## src/rtl/assert_macros.svh

```systemverilog
// Assertion macros for the RTL files of the clamped PID core.
// No dependencies; files that check their own logic include this header.
`ifndef ASSERT_MACROS_SVH
`define ASSERT_MACROS_SVH

// Clocked property that is switched off while reset is active.
`define CPID_ASSERT(lbl, prop, msg) \
    lbl: assert property (@(posedge clk) disable iff (!rst_n) prop) else $error(msg);

// Same check written as an implication from a condition to a consequence.
`define CPID_ASSERT_IMPL(lbl, ante, cons, msg) \
    `CPID_ASSERT(lbl, (ante) |-> (cons), msg)

`endif

```

## src/rtl/cpid_pkg.sv

```systemverilog
// Package for the clamped PID core: register indexes, widths and the config struct.
// No dependencies; used by every module of the core.
package cpid_pkg;

    // Fraction bits of the gains (Q16.16 by default).
    localparam int GAIN_FRAC_BITS_DEF = 16;

    // Configuration port widths.
    localparam int CFG_IDX_W  = 8;
    localparam int CFG_DATA_W = 32;

    // Register indexes on the configuration port.
    localparam logic [CFG_IDX_W-1:0] REG_GAIN_P         = 8'd0;
    localparam logic [CFG_IDX_W-1:0] REG_GAIN_I         = 8'd1;
    localparam logic [CFG_IDX_W-1:0] REG_GAIN_D         = 8'd2;
    localparam logic [CFG_IDX_W-1:0] REG_ERROR_LIMIT    = 8'd3;
    localparam logic [CFG_IDX_W-1:0] REG_DEAD_BAND      = 8'd4;
    localparam logic [CFG_IDX_W-1:0] REG_INTEGRAL_LIMIT = 8'd5;
    localparam logic [CFG_IDX_W-1:0] REG_DRIVE_LIMIT    = 8'd6;
    localparam logic [CFG_IDX_W-1:0] REG_MOTOR_SLOT     = 8'd7;

    // Reset values of the limits.
    localparam logic [14:0] ERROR_LIMIT_RST = 15'h7FFF;
    localparam logic [14:0] DRIVE_LIMIT_RST = 15'h7FFF;

    // Stream widths.
    localparam int IN_DATA_W  = 32;
    localparam int OUT_DATA_W = 40;

    // Current configuration as seen by the pipeline stages.
    typedef struct packed {
        logic signed [31:0] gain_p;
        logic signed [31:0] gain_i;
        logic signed [31:0] gain_d;
        logic [14:0]        error_limit;
        logic [14:0]        dead_band;
        logic [30:0]        integral_limit;
        logic [14:0]        drive_limit;
        logic [1:0]         motor_slot;
    } cfg_t;

endpackage

```

## src/rtl/cpid_cfg_regs.sv

```systemverilog
// Configuration register file of the clamped PID core.
// Depends on cpid_pkg for register indexes and the cfg_t struct.
module cpid_cfg_regs
    import cpid_pkg::*;
(
    input  logic                  clk,
    input  logic                  rst_n,
    input  logic                  wr_en,
    input  logic [CFG_IDX_W-1:0]  wr_index,
    input  logic [CFG_DATA_W-1:0] wr_data,
    output cfg_t                  cfg
);

    // Reset contents: zero gains and limits, except the error and drive clamps.
    localparam cfg_t CFG_RST = '{
        gain_p:         '0,
        gain_i:         '0,
        gain_d:         '0,
        error_limit:    ERROR_LIMIT_RST,
        dead_band:      '0,
        integral_limit: '0,
        drive_limit:    DRIVE_LIMIT_RST,
        motor_slot:     '0
    };

    cfg_t cfg_reg;
    cfg_t cfg_next;

    // Decode the register index; unknown indexes leave everything alone.
    always_comb
    begin
        cfg_next = cfg_reg;
        if (wr_en)
        begin
            case (wr_index)
                REG_GAIN_P:         cfg_next.gain_p         = signed'(wr_data);
                REG_GAIN_I:         cfg_next.gain_i         = signed'(wr_data);
                REG_GAIN_D:         cfg_next.gain_d         = signed'(wr_data);
                REG_ERROR_LIMIT:    cfg_next.error_limit    = wr_data[14:0];
                REG_DEAD_BAND:      cfg_next.dead_band      = wr_data[14:0];
                REG_INTEGRAL_LIMIT: cfg_next.integral_limit = wr_data[30:0];
                REG_DRIVE_LIMIT:    cfg_next.drive_limit    = wr_data[14:0];
                REG_MOTOR_SLOT:     cfg_next.motor_slot     = wr_data[1:0];
                default:            cfg_next = cfg_reg;
            endcase
        end
    end

    // Register storage with the documented reset values.
    always_ff @(posedge clk or negedge rst_n)
    begin
        if (!rst_n)
        begin
            cfg_reg <= CFG_RST;
        end
        else
        begin
            cfg_reg <= cfg_next;
        end
    end

    assign cfg = cfg_reg;

endmodule

```

## config.mk

```make
export PLATFORM = sky130hd
export DESIGN_NAME = cpid_cfg_regs
export DESIGN_NICKNAME = d
export VERILOG_FILES = /design/src/rtl/assert_macros.svh /design/src/rtl/cpid_pkg.sv /design/src/rtl/cpid_cfg_regs.sv
export SDC_FILE = /design/constraint.sdc
export NUM_CORES = 1
export LEC_CHECK = 0
export ABC_AREA = 1
export BUFFER_PORTS_ARGS = -buffer_cell sky130_fd_sc_hd__buf_2
export CELL_PAD_IN_SITES_DETAIL_PLACEMENT = 1
export CELL_PAD_IN_SITES_GLOBAL_PLACEMENT = 1
export CORE_MARGIN = 10
export CORE_UTILIZATION = 25
export CTS_BUF_LIST = sky130_fd_sc_hd__clkbuf_4 sky130_fd_sc_hd__clkbuf_8
export DETAILED_ROUTE_END_ITERATION = 8
export HOLD_SLACK_MARGIN = 0.02
export PLACE_DENSITY_LB_ADDON = 0.1
export REMOVE_ABC_BUFFERS = 1
export SETUP_SLACK_MARGIN = 0.2
export SLEW_MARGIN = 20
export SYNTH_ARGS = -nofsm -noshare
export SYNTH_HDL_FRONTEND = slang
export SYNTH_SLANG_ARGS = --single-unit
```

## constraint.sdc

```tcl
create_clock -name clk -period 0.8 [get_ports clk]
set_input_delay 0 -clock clk [delete_from_list [all_inputs] [get_ports clk]]
set_output_delay 0 -clock clk [all_outputs]
set_load 0.02 [all_outputs]
```

[Word level (Yosys, flattened, before mapping)]
Cells that the tools add are included.
Widths: inputs -> output; s select.
Word-level totals
  flip-flop bits (word level): 174
  logic and storage cells: 24
Cells by class
  reductions and logical operators: 9
  equality and inequality tests: 7
Operators by type and width (number)
  $eq 8x3->1 const B: 4
  $eq 8x2->1 const B: 2
  $reduce_and 2->1: 8
  $eq 8x1->1 const B: 1
  $logic_not 8->1: 1

[Depth between registers and ports, before layout]
  depth in word-level cells: 2
  mapped depth: 7

[Least setup slack after synthesis]
Ideal clock, no wire load.
  kind: input-to-reg
  start: in wr_index[3]
  end: reg cfg_reg (netlist bit cfg[159])
  data required time: 683 ps
  slack: -77 ps
  stages on the path: 7
  data arrival time: 760 ps
  path through: inv_1 > nand2_1 > nor2_1 > nand3_1 > clkbuf_1 > nand2_1 > nand2_1
On the way
  longest elaborated chain between the ends: 2
RTL lines
  start, declared: RTL line cpid_cfg_regs.sv:9  | input logic [CFG_IDX_W-1:0] wr_index,
  $logic_not 8->1: RTL line cpid_cfg_regs.sv:35  | case (wr_index)
  $reduce_and 2->1 (no source line)
  end signal, assigned: RTL line cpid_cfg_regs.sv:58  | cfg_reg <= cfg_next;
  end, declared: RTL line cpid_cfg_regs.sv:26  | cfg_t cfg_reg;
Every way passes these cells.
A chain may end at the register's enable or synchronous reset.

[Worst setup path in the final report]
  start: reg cfg_reg (netlist bit cfg[15])
  end: out cfg[15] (netlist name)
RTL lines
  end, declared: RTL line cpid_cfg_regs.sv:11  | output cfg_t cfg
No word-level cell between the ends.

==> metrics.cfg <==
[pwr]
seq_power_share_pct = 48.6
peakVddDrop_mv = 0.903
clock_power_share_pct = 33.6
p_switching_w = 0.00601
p_leak_nw = 6.70
p_int_w = 0.0139
switching_share_pct = 30.2
p_per_area_mw_per_mm2 = 1480
power_frac_comb_pct = 17.7

[status]
violations = setup timing
outcome = complete, but fails checks

[drt]
drtIter0Drc = 322
viasPerCell = 4.48
dr.pass1.iters = 4
dr_total_vias = 7002
wl_um = 34200
drc = 0
postRouteAntennaNets = 0
wl_per_cell_um = 21.9

[finish]
area_growth_pct = 91.4
nets = 1214
num_antenna_cells = 0
drive_above_1_share_pct = 54.5
fin_cells = 1562
post-route-util_pct = 48.4
finalInstanceArea_mm2 = 0.0134
largest_register_ffs = 174

[place]
gp_congestion = 0.718
place_area_mm2 = 0.00895
dp_cells = 1374
io_buffers = 216
hpwl_um = 19500

[timing]
maxSlewHeadroom_pct = 44.7
clock.fmax_mhz = 859
setup_viol = 337
hold_slack_ns = 0.135
finalCriticalPeriod_ns = 1.16
min_period_over_period_pct = 146
worst_pin_slew_ns = 0.826
hold_violations = 0
rsz0062_at_grt = yes
drv_slew = 0
setup_ws_ns = -0.364
fin_worst_skew_ns = 0

[cts]
ctsRootBufferMaster = clkbuf_8
h-tree-depth = 4
clk_path_buf_depth = 2
cts_tree = done
cts.sinks = 174
cts-buffers-inserted = 17
path_clk_slew_ns = 0.11
clock_latency_ns = 0.46

[grt]
antenna_found_initial = 0
grt.overflow.total = 0
track_usage_pct = 18.4
grt_max_degree = 47
grt_pass1_wl_um = 49600
grt_pass1_vias = 7597

[critical_path]
reg2reg_depth = 3
startpoint_type = flip-flop
path_delay_family = flip-flops
critPathSlowestCell = dfstp_2
path_buf_inv = 1
cp-end-kind = output pin
reg2reg_from = cfg[15]
cp_max_fo = 2
ff2ff_setup_slack_ns = -0.08
arrival_ns = 1.16
rr_endpoint = cfg[15]
slowest_delay_ns = 0.58
required_ns = 0.80
path_class = flip-flop to output pin
crit_path_cell_trace = buf_6

[synth]
synth.ff_latch_count = 174
ys_types = 11
synth-edff-count = 0
ys_top_cells_by_area = dfrtp_1, nand2_1, nand3_1
syn_area_mm2 = 0.00701
yosys.area.top_type = dfrtp_1
syn-instance-count = 783
yosys_warnings = 0
syn-mean-instance-area_um2 = 8.96
synth_flop_cell = dfrtp_1
yosysTopAreaCellShare_pct = 51.4
ys_seq_area_share_pct = 62.6
synth_most_common_cell = nand2_1
synth_common_cells = nand2_1, nand3_1, dfrtp_1, buf_2, dfstp_2
ys_async_sr_fraction_pct = 100

[worst_hold_path]
min_path_type = input pin to async pin

[run]
maxCapViolCount = 0

[floorplanning]
initial_core_util_pct = 25.3
coreArea_mm2 = 0.0277
die_w_um = 187
io_pins = 217
dieArea_mm2 = 0.0352
fp.dieH_um = 187
rows = 61

-- power by group through the flow --
stage	Clock, W	Sequential [W]	Combinational [W]
after CTS	0.00690	0.00963	0.00315
final	0.00669	0.00967	0.00353
after detailed placement	0	0.00969	0.00229
after global routing	0.00726	0.00972	0.00381
after global placement	0	0.00969	0.00227
after floorplan	0	0.0102	0.000432
-- area by class of cell --
cell class / count / area [um^2]
clock buffer: 19 / 249
multi-input combinational: 546 / 3120
fill: 3006 / 14300
tap: 378 / 473
sequential: 174 / 4400
inverter: 9 / 33.8
timing repair buffer: 423 / 5000
clock inverter: 13 / 153
-- worst max-delay path by stage --
| stage | end | startpoint | slack, ns | cells past startpoint |
|---|---|---|---|---|
| detailed placement | cfg[133] | wr_index[7] | -0.37 | 9 |
| CTS | cfg[11] | cfg[11] | -0.42 | 1 |
| finish | cfg[15] | cfg[15] | -0.36 | 1 |
| global route | cfg[65] | cfg[65] | -0.42 | 1 |
| floorplan | cfg[63] | wr_index[7] | -3.00 | 5 |
| global placement | cfg[88] | wr_index[7] | -0.36 | 9 |
-- repair_timing --
| item | CTS | global route |
|---|---|---|
| setup endpoints to repair | 344 | 522 |
| resized for setup | 440 | 244 |
| hold endpoints to repair | 348 | 174 |
| pin swaps | 105 | 112 |
| gates cloned | 18 | 7 |
| hold buffers | 33 | 1 |
| buffers inserted | 54 | 45 |
-- cells by family (layout without fill, tap and decap cells) --
group / count (synthesis) / in the layout / synth area share (%)
buffers and inverters: 63 / 464 / 4.94
and+or+nand+nor: 546 / 546 / 32.4
DFF: 174 / 174 / 62.6
-- per-stage QoR --
stage | setup WS, ns | total power [W] | TNS, ns
floorplan | -3.00 | 0.0106 | -499.50
detailed placement | -0.369 | 0.0120 | -57.14
global placement | -0.363 | 0.0120 | -55.79
CTS | -0.417 | 0.0197 | -61.68
global route | -0.420 | 0.0208 | -77.35
finish | -0.364 | 0.0199 | -52.35
-- cell usage in the layout, fill, tap and decap left out --
master / count
clkbuf_8: 17
buf_4: 38
dlygate4sd3_1: 33
nand2_2: 84
buf_8: 8
nand2_8: 2
clkinv_1: 1
dfrtp_2: 3
buf_16: 18
nor2_4: 9
clkbuf_4: 2
clkinvlp_4: 2
dfstp_2: 30
buf_6: 254
buf_2: 37
clkinv_2: 1
nand2_1: 255
clkbuf_16: 5
bufinv_16: 2
nand3_4: 4
nand2_4: 16
inv_8: 1
nand3_2: 72
dfrtp_1: 141
inv_1: 5
inv_6: 5
buf_12: 30
clkinv_4: 2
inv_2: 3
nand3_1: 104
-- per-layer routing --
metal / track usage, % / routed length, um / up-vias
li1: - / - / 3282
met1: 21.6 / 14500 / 3566
met2: 32.7 / 18000 / 131
met3: 4.38 / 1250 / 23
met4: 5.08 / 436 / 0
met5: 0 / 0 / -
(Power assumes the default switching activity.)
