### src/rtl/assert_macros.svh
// Assertion macros for the RTL files of the clamped PID core.
// No dependencies; files that check their own logic include this header.
`ifndef ASSERT_MACROS_SVH
`define ASSERT_MACROS_SVH

// Clocked property that is switched off while reset is active.
`define CPID_ASSERT(lbl, prop, msg) \
    lbl: assert property (@(posedge clk) disable iff (!rst_n) prop) else $error(msg);

// Same check written as an implication from a condition to a consequence.
`define CPID_ASSERT_IMPL(lbl, ante, cons, msg) \
    `CPID_ASSERT(lbl, (ante) |-> (cons), msg)

`endif

### src/rtl/cpid_pkg.sv
// Package for the clamped PID core: register indexes, widths and the config struct.
// No dependencies; used by every module of the core.
package cpid_pkg;

    // Fraction bits of the gains (Q16.16 by default).
    localparam int GAIN_FRAC_BITS_DEF = 16;

    // Configuration port widths.
    localparam int CFG_IDX_W  = 8;
    localparam int CFG_DATA_W = 32;

    // Register indexes on the configuration port.
    localparam logic [CFG_IDX_W-1:0] REG_GAIN_P         = 8'd0;
    localparam logic [CFG_IDX_W-1:0] REG_GAIN_I         = 8'd1;
    localparam logic [CFG_IDX_W-1:0] REG_GAIN_D         = 8'd2;
    localparam logic [CFG_IDX_W-1:0] REG_ERROR_LIMIT    = 8'd3;
    localparam logic [CFG_IDX_W-1:0] REG_DEAD_BAND      = 8'd4;
    localparam logic [CFG_IDX_W-1:0] REG_INTEGRAL_LIMIT = 8'd5;
    localparam logic [CFG_IDX_W-1:0] REG_DRIVE_LIMIT    = 8'd6;
    localparam logic [CFG_IDX_W-1:0] REG_MOTOR_SLOT     = 8'd7;

    // Reset values of the limits.
    localparam logic [14:0] ERROR_LIMIT_RST = 15'h7FFF;
    localparam logic [14:0] DRIVE_LIMIT_RST = 15'h7FFF;

    // Stream widths.
    localparam int IN_DATA_W  = 32;
    localparam int OUT_DATA_W = 40;

    // Current configuration as seen by the pipeline stages.
    typedef struct packed {
        logic signed [31:0] gain_p;
        logic signed [31:0] gain_i;
        logic signed [31:0] gain_d;
        logic [14:0]        error_limit;
        logic [14:0]        dead_band;
        logic [30:0]        integral_limit;
        logic [14:0]        drive_limit;
        logic [1:0]         motor_slot;
    } cfg_t;

endpackage

### src/rtl/cpid_out_stage.sv
// Output stage: sum of terms, drive saturation, truncation and the frame byte offset.
// Depends on cpid_pkg for the cfg_t struct; this is the result register.
module cpid_out_stage
    import cpid_pkg::*;
#(
    parameter int GAIN_FRAC_BITS = GAIN_FRAC_BITS_DEF
)
(
    input  logic               clk,
    input  logic               rst_n,
    input  cfg_t               cfg,
    input  logic               in_valid,
    output logic               in_ready,
    input  logic signed [47:0] p_term,
    input  logic signed [63:0] i_term,
    input  logic signed [48:0] d_term,
    output logic               out_valid,
    input  logic               out_ready,
    output logic signed [15:0] drive,
    output logic [2:0]         byte_offset
);

    localparam logic signed [63:0] FRAC_MASK = 64'((64'(1) << GAIN_FRAC_BITS) - 64'(1));

    logic               valid_reg;
    logic signed [15:0] drive_reg;
    logic signed [15:0] drive_next;
    logic [2:0]         offset_reg;
    logic signed [63:0] sum;
    logic signed [63:0] lim_q;
    logic signed [63:0] biased;
    logic signed [63:0] quot;
    logic signed [15:0] dlim;
    logic               take;

    assign in_ready = !valid_reg || out_ready;
    assign take     = in_valid && in_ready;

    // Saturate at full precision, otherwise truncate toward zero.
    always_comb
    begin
        sum    = {{16{p_term[47]}}, p_term} + i_term + {{15{d_term[48]}}, d_term};
        lim_q  = signed'(64'(cfg.drive_limit) << GAIN_FRAC_BITS);
        dlim   = signed'({1'b0, cfg.drive_limit});
        biased = sum + (sum[63] ? FRAC_MASK : 64'sd0);
        quot   = biased >>> GAIN_FRAC_BITS;
        if (sum > lim_q)
            drive_next = dlim;
        else if (sum < -lim_q)
            drive_next = -dlim;
        else
            drive_next = quot[15:0];
    end

    always_ff @(posedge clk or negedge rst_n)
    begin
        if (!rst_n)
            valid_reg <= 1'b0;
        else if (in_ready)
            valid_reg <= in_valid;
    end

    always_ff @(posedge clk)
    begin
        if (take)
        begin
            drive_reg  <= drive_next;
            offset_reg <= {cfg.motor_slot, 1'b0};
        end
    end

    assign out_valid   = valid_reg;
    assign drive       = drive_reg;
    assign byte_offset = offset_reg;

endmodule

### config.mk
export PLATFORM = sky130hd
export DESIGN_NAME = cpid_out_stage
export DESIGN_NICKNAME = d
export VERILOG_FILES = /design/src/rtl/assert_macros.svh /design/src/rtl/cpid_pkg.sv /design/src/rtl/cpid_out_stage.sv
export SDC_FILE = /design/constraint.sdc
export NUM_CORES = 1
export LEC_CHECK = 0
export ABC_CLOCK_PERIOD_IN_PS = 3800
export BUFFER_PORTS_ARGS = -buffer_cell sky130_fd_sc_hd__buf_2
export CORE_AREA = 5 5 210 161
export DETAILED_ROUTE_END_ITERATION = 16
export DIE_AREA = 0 0 215 166
export PLACE_DENSITY = 0.6
export SETUP_SLACK_MARGIN = 0.02
export SLEW_MARGIN = 40
export SYNTH_ARGS = -nofsm -noshare
export SYNTH_HDL_FRONTEND = slang
export SYNTH_SLANG_ARGS = --single-unit
### constraint.sdc
create_clock -name clk -period 3.8 [get_ports clk]
set_input_delay 0.57 -clock clk [delete_from_list [all_inputs] [get_ports clk]]
set_output_delay 0.57 -clock clk [all_outputs]
set_load 0.1 [all_outputs]
# After elaboration in Yosys (flattened, before gate mapping)
# Index checks and enable logic that the tools add are counted.
# op_classes
addsub	5
n_lt_le_gt_ge	2
muxes	3
reduce_logical	3
# op_table
op	n
64-bit adder	2
64-bit by 32-bit greater-than comparator with 1-bit output	1
64-bit < comparator	1
31-bit negator with 64-bit output	1
32-bit by 17-bit adder with 32-bit output	1
16-bit two-way mux	2
15-bit negator with 16-bit output	1
15-bit two-way mux	1
1-bit logical AND	1
1-bit logical NOT	1
1-bit logical OR	1
# word_totals
ff_bits	19

# Longest topological paths before layout
# logic_depth
ltp_word	6
ltp_mapped	27
mapped_depth_nobuf	25

# Least setup slack after synthesis
# No wires, ideal clock.
# synth_timing
path_kind	input-to-reg
from	input p_term[1]
to	register drive_reg[9], in the netlist drive[9], data pin
setup_time_ns	0.190
arrival_ns	6.060
required_time_ns	3.610
path_slack_ns	-2.449
stages	26
path_cell_list	inv_1 > fa_1 > inv_1 > ha_1 > fa_1 > a21o_1 > a221oi_1 > nand4bb_1 > a21oi_1 > nor4_2 > nor4_1 > or2_2 > clkbuf_1 > ha_1 > a21o_1 > a21oi_1 > o41ai_1 > nand4_1 > or3_1 > nand2b_1 > a21oi_1 > clkbuf_1 > nand3_1 > xnor2_1 > o21ai_0 > a222oi_1
# synth_between
elab_chain_cells	6
word_cells_on_any_way	8
# synth_lines
item	line_no	rtl
start, declared	cpid_out_stage.sv:14	input logic signed [47:0] p_term,
64-bit adder (*) (2 in a row)	cpid_out_stage.sv:42	sum = {{16{p_term[47]}}, p_term} + i_term + {{15{d_term[48]}}, d_term};
16-bit two-way mux	cpid_out_stage.sv:45	biased = sum + (sum[63] ? FRAC_MASK : 64'sd0);
32-bit by 17-bit adder with 32-bit output	cpid_out_stage.sv:45	
16-bit two-way mux	cpid_out_stage.sv:49	else if (sum < -lim_q)
15-bit two-way mux (*)	cpid_out_stage.sv:47	if (sum > lim_q)
via drive_next[9]	cpid_out_stage.sv:27	logic signed [15:0] drive_next;
end signal, assigned	cpid_out_stage.sv:67	drive_reg <= drive_next;
end, declared	cpid_out_stage.sv:26	logic signed [15:0] drive_reg;
# Mark *: on every way through the listed nets, which the timed path passes. The rest lies on a longest branch.
# A chain may end at the register's enable or synchronous reset.

# Final worst setup path
# layout_timing
from	input d_term[1]
to	register drive_reg[9], in the netlist drive[9], data pin
# layout_between
elab_chain_cells	5
word_cells_on_any_way	7
# layout_lines
item	line_no	rtl
start, declared	cpid_out_stage.sv:16	input logic signed [48:0] d_term,
64-bit adder (*)	cpid_out_stage.sv:42	
16-bit two-way mux	cpid_out_stage.sv:45	
32-bit by 17-bit adder with 32-bit output	cpid_out_stage.sv:45	
16-bit two-way mux	cpid_out_stage.sv:49	
15-bit two-way mux (*)	cpid_out_stage.sv:47	
via drive_next[9]	cpid_out_stage.sv:27	
# Marked as above.

==> impl.org <==
** Status
- Outcome :: finished with violations
- Violated checks :: negative setup slack

** Flow run
- The tool flagged a number of max-cap violations equal to 0.

** Floorplan
- Site row count :: 57
- Once the floorplan was initialized, standard cells occupied 29.3% of the core.
- Core footprint :: 31700 µm²
- Measured along the x axis, the die boundary spans 215 µm.
- Top-level I/O count :: 360
- Y dimension of the die :: 166 µm
- Area of the die :: 35700 µm²

** Synthesis
- In the synthesized netlist the dominant register cell turns out to be edfxtp_1.
- Yosys reg bits :: 19
- During synthesis, Yosys emitted a total of 0 warnings.
- Synthesis handed over a netlist of 1199 instances.
- In this run the cell area of the synthesized design comes to 9290 µm².
- For this run, asynchronously set or reset flops after synthesis account for 5.26%.
- The share of the Yosys chip area taken by registers is 6.09%.
- Nets in the synthesized netlist :: 1733
- Share of Yosys cell area claimed by the top area cell type :: 17.6%
- Summed over all instances, the cell type with the most area after synthesis is ha_1.
- Post-synth EDFFs :: 18
- Averaged over all synthesized cells, the footprint is 7.75 µm².
- Dominant cells by area after synthesis :: ha_1 (18%), fa_1 (14%), a21oi_1 (6.5%)
- Number of distinct library cell variants in the gate-level netlist after synthesis :: 91

** Placed design
- Detailed placement finished with a half-perimeter wire length of 32600 µm.
- Post-detailed-placement cell area :: 14000 µm²
- After detailed placement, the design holds a cell count of 2204.
- The congestion estimate from routability-driven global placement came to 0.957.
- Number of buffers inserted by port buffering :: 201

** GRT
- Number of antenna violations at the first check in global routing :: 0
- Pin count of the biggest net entering global routing :: 28
- Overflow left after global routing :: 0
- The first global-routing pass estimated 58400 µm of wire.
- Vias in the first global route :: 11400
- Tot GR Track Use :: 19.4%

** CTS
- TritonCTS created 3 clock buffers.
- No sink is reached through more buffers than the 2 on the longest clock path.
- In this run, post-CTS hold repair placed 0 buffers.
- TritonCTS Sinks :: 19
- Number of H-tree branching levels :: 1
- Worst skew pair latency :: 250 ps
- CTS tree :: yes
- After clock tree synthesis, the clock-pin slew on the worst setup and hold paths is 60 ps.
- Clk root buf :: clkbuf_16

** STA
- The final critical path takes up 154% of the cycle.
- At the pin with the least slew margin, the transition time is 602 ps.
- Final setup skew :: 2.09 ps
- Fin crit period :: 5850 ps
- Timing would allow up to 171 MHz.
- The final hold violation count came to 0.
- Setup repair after global routing could not meet its margin everywhere.
- Pins over their slew limit :: 0
- Setup TNS :: -31940 ps
- Worst hold-check slack :: 77.5 ps
- Final worst slack :: -2050 ps
- Final setup violation count :: 16
- The worst pin sits at a relative slew slack of 59.5%.

** Worst setup path
- Setup crit start kind :: input pin
- For the worst setup path, the data required time is 3850 ps.
- On the critical path, the stage with the largest delay is an instance of fa_1.
- For this run, the slowest stage of the critical path takes 520 ps.
- The worst setup path is captured at a flop.
- Data arrives at the worst endpoint at 5910 ps.
- Along the worst path, the maximum fanout reaches 7.
- By startpoint and endpoint, the worst setup path is classified as input pin to flop.

** Detailed routing
- For this run, the detailed router's first-pass iteration total came to 5.
- Per-cell routed wire length :: 16.8 µm
- Final wirelength :: 37600 µm
- In this run the remaining antenna-violating nets after routing total 0.
- Dividing the detail-routed via count by the number of cells gives 5.17.
- The routed layout has 11600 vias.
- For this block, the initial DRC count from the detailed router was 750.
- After detailed routing, the number of remaining DRC violations is 0.

** Power
- Leak :: 7.14 nW
- Pwr per Cell Area :: 452 nW/µm²
- The completed layout was analyzed and its total power is 6.97 mW.
- IR drop worst, VDD :: 296 µV

** Finish
- Count of filler cells inserted in the layout :: 3142
- Max FFs per register :: 16
- In the final design database the tool counted 2357 nets.
- Area of all placed cells without fillers :: 15400 µm²
- Non-filler instance count after layout :: 2235
- Most common cell after layout, fill and taps aside :: buf_4
- The library cells used most frequently in the layout, excluding fill and tap cells, are buf_4 (462), buf_2 (200), nand2_1 (112).
- Syn-to-layout area delta :: 65.9%
- Total inserted antenna cells :: 0
- Ratio of cells with drive above 1 in the final layout :: 46.9%

** Hold path
- In this run the worst hold path is classified as input pin to async pin.
==> per-layer routing <==
metal	vias to the layer above	part of all wire (%)	GRT usage [%]
met5	-	0	0
met3	24	5.9	1.97
met4	0	0.91	2.25
met2	350	41	28.5
met1	5423	52	31.3
li1	5760	-	-
==> final cells by class <==
type	count	area (µm²)	area share (%)
Inverter	48	188	1.22
Tap cell	413	517	3.35
Timing Repair Buffer	678	4720	30.6
Clock inverter	1	5.00	0.0325
Clock buffer	3	75.1	0.487
Sequential cell	19	566	3.67
Multi-Input combinational cell	1073	9350	60.7
==> metrics by stage <==
step | worst slack (ps) | utilization, %
finish | -2050 | 48.6
global route | -2260 | 48.6
CTS | -2200 | 45.1
detailed placement | -2810 | 44.1
global placement | -2820 | 44.1
floorplan | -1980 | -
==> worst max-delay path, delay by kind of cell <==
| family | cells | cell delay [ps] |
|---|---|---|
| fa+ha+maj | 4 | 1350 |
| buf+inv | 8 | 860 |
| simple gates | 2 | 340 |
| xor+xnor | 1 | 200 |
| compound gates | 14 | 2580 |
==> synth_stat cells, types with 5 or more instances <==
library cell  count
a21oi_1         121
o21bai_1         13
nand3_1          46
edfxtp_1         18
a31oi_1           8
mux2i_1           8
a222oi_1          5
buf_2            29
xor2_1           19
or2_2             5
o21ai_0          76
o211ai_1         14
and3_1           10
clkbuf_1         20
xnor2_1          53
buf_4             6
nand4_1          46
o21a_1           17
nor4_1           17
a21o_1           22
nor3_1           41
nor2_1           70
and2_1            9
fa_1             64
nand2b_1         11
nor2b_1           5
nand2_1         116
ha_1            131
a211o_1           5
o21ai_1           9
a211oi_1         13
inv_1            48
or3_1            13
o31ai_1           6
==> worst paths after layout <==
path / from / endpoint / slack, ps / cells after the start
worst min register to register: out_valid / out_valid / 540 / 2
min in group clk: cfg[0] / byte_offset[1] / 500 / 1
worst max-delay path: d_term[1] / drive[9] / -2050 / 29
max in group asynchronous: rst_n / out_valid / 3640 / 1
worst min-delay path: rst_n / out_valid / 80 / 1
worst max register to register: out_valid / drive[0] / 2510 / 2
==> logic make-up (layout without fill, tap and decap cells) <==
family                   count (synthesis)  after routing  synth area share, %
multiplexers                             9              9                0.983
AND/OR/NAND/NOR                        419            419                 23.1
adder cells (fa/ha/maj)                195            195                 31.4
buffers and inverters                  107            730                 5.13
other                                    1              1               0.0404
flip-flops                              19             19                 6.09
AO/OA/AOI/OAI                          377            377                 26.5
XOR/XNOR                                72             72                 6.79
==> timing repair <==
item	4_1_cts	5_1_grt
pin swaps	24	72
gates resized for setup	43	168
cloned	1	2
endpoints found under the setup margin	16	16
buffers inserted	5	20
==> where the power goes <==
group / total [mW] / switching [mW] / internal (mW)
clock network: 0.221 / 0.0795 / 0.141
logic: 6.42 / 3.43 / 2.99
registers: 0.328 / 0.0147 / 0.313
Power figures use the tool's default switching activity.
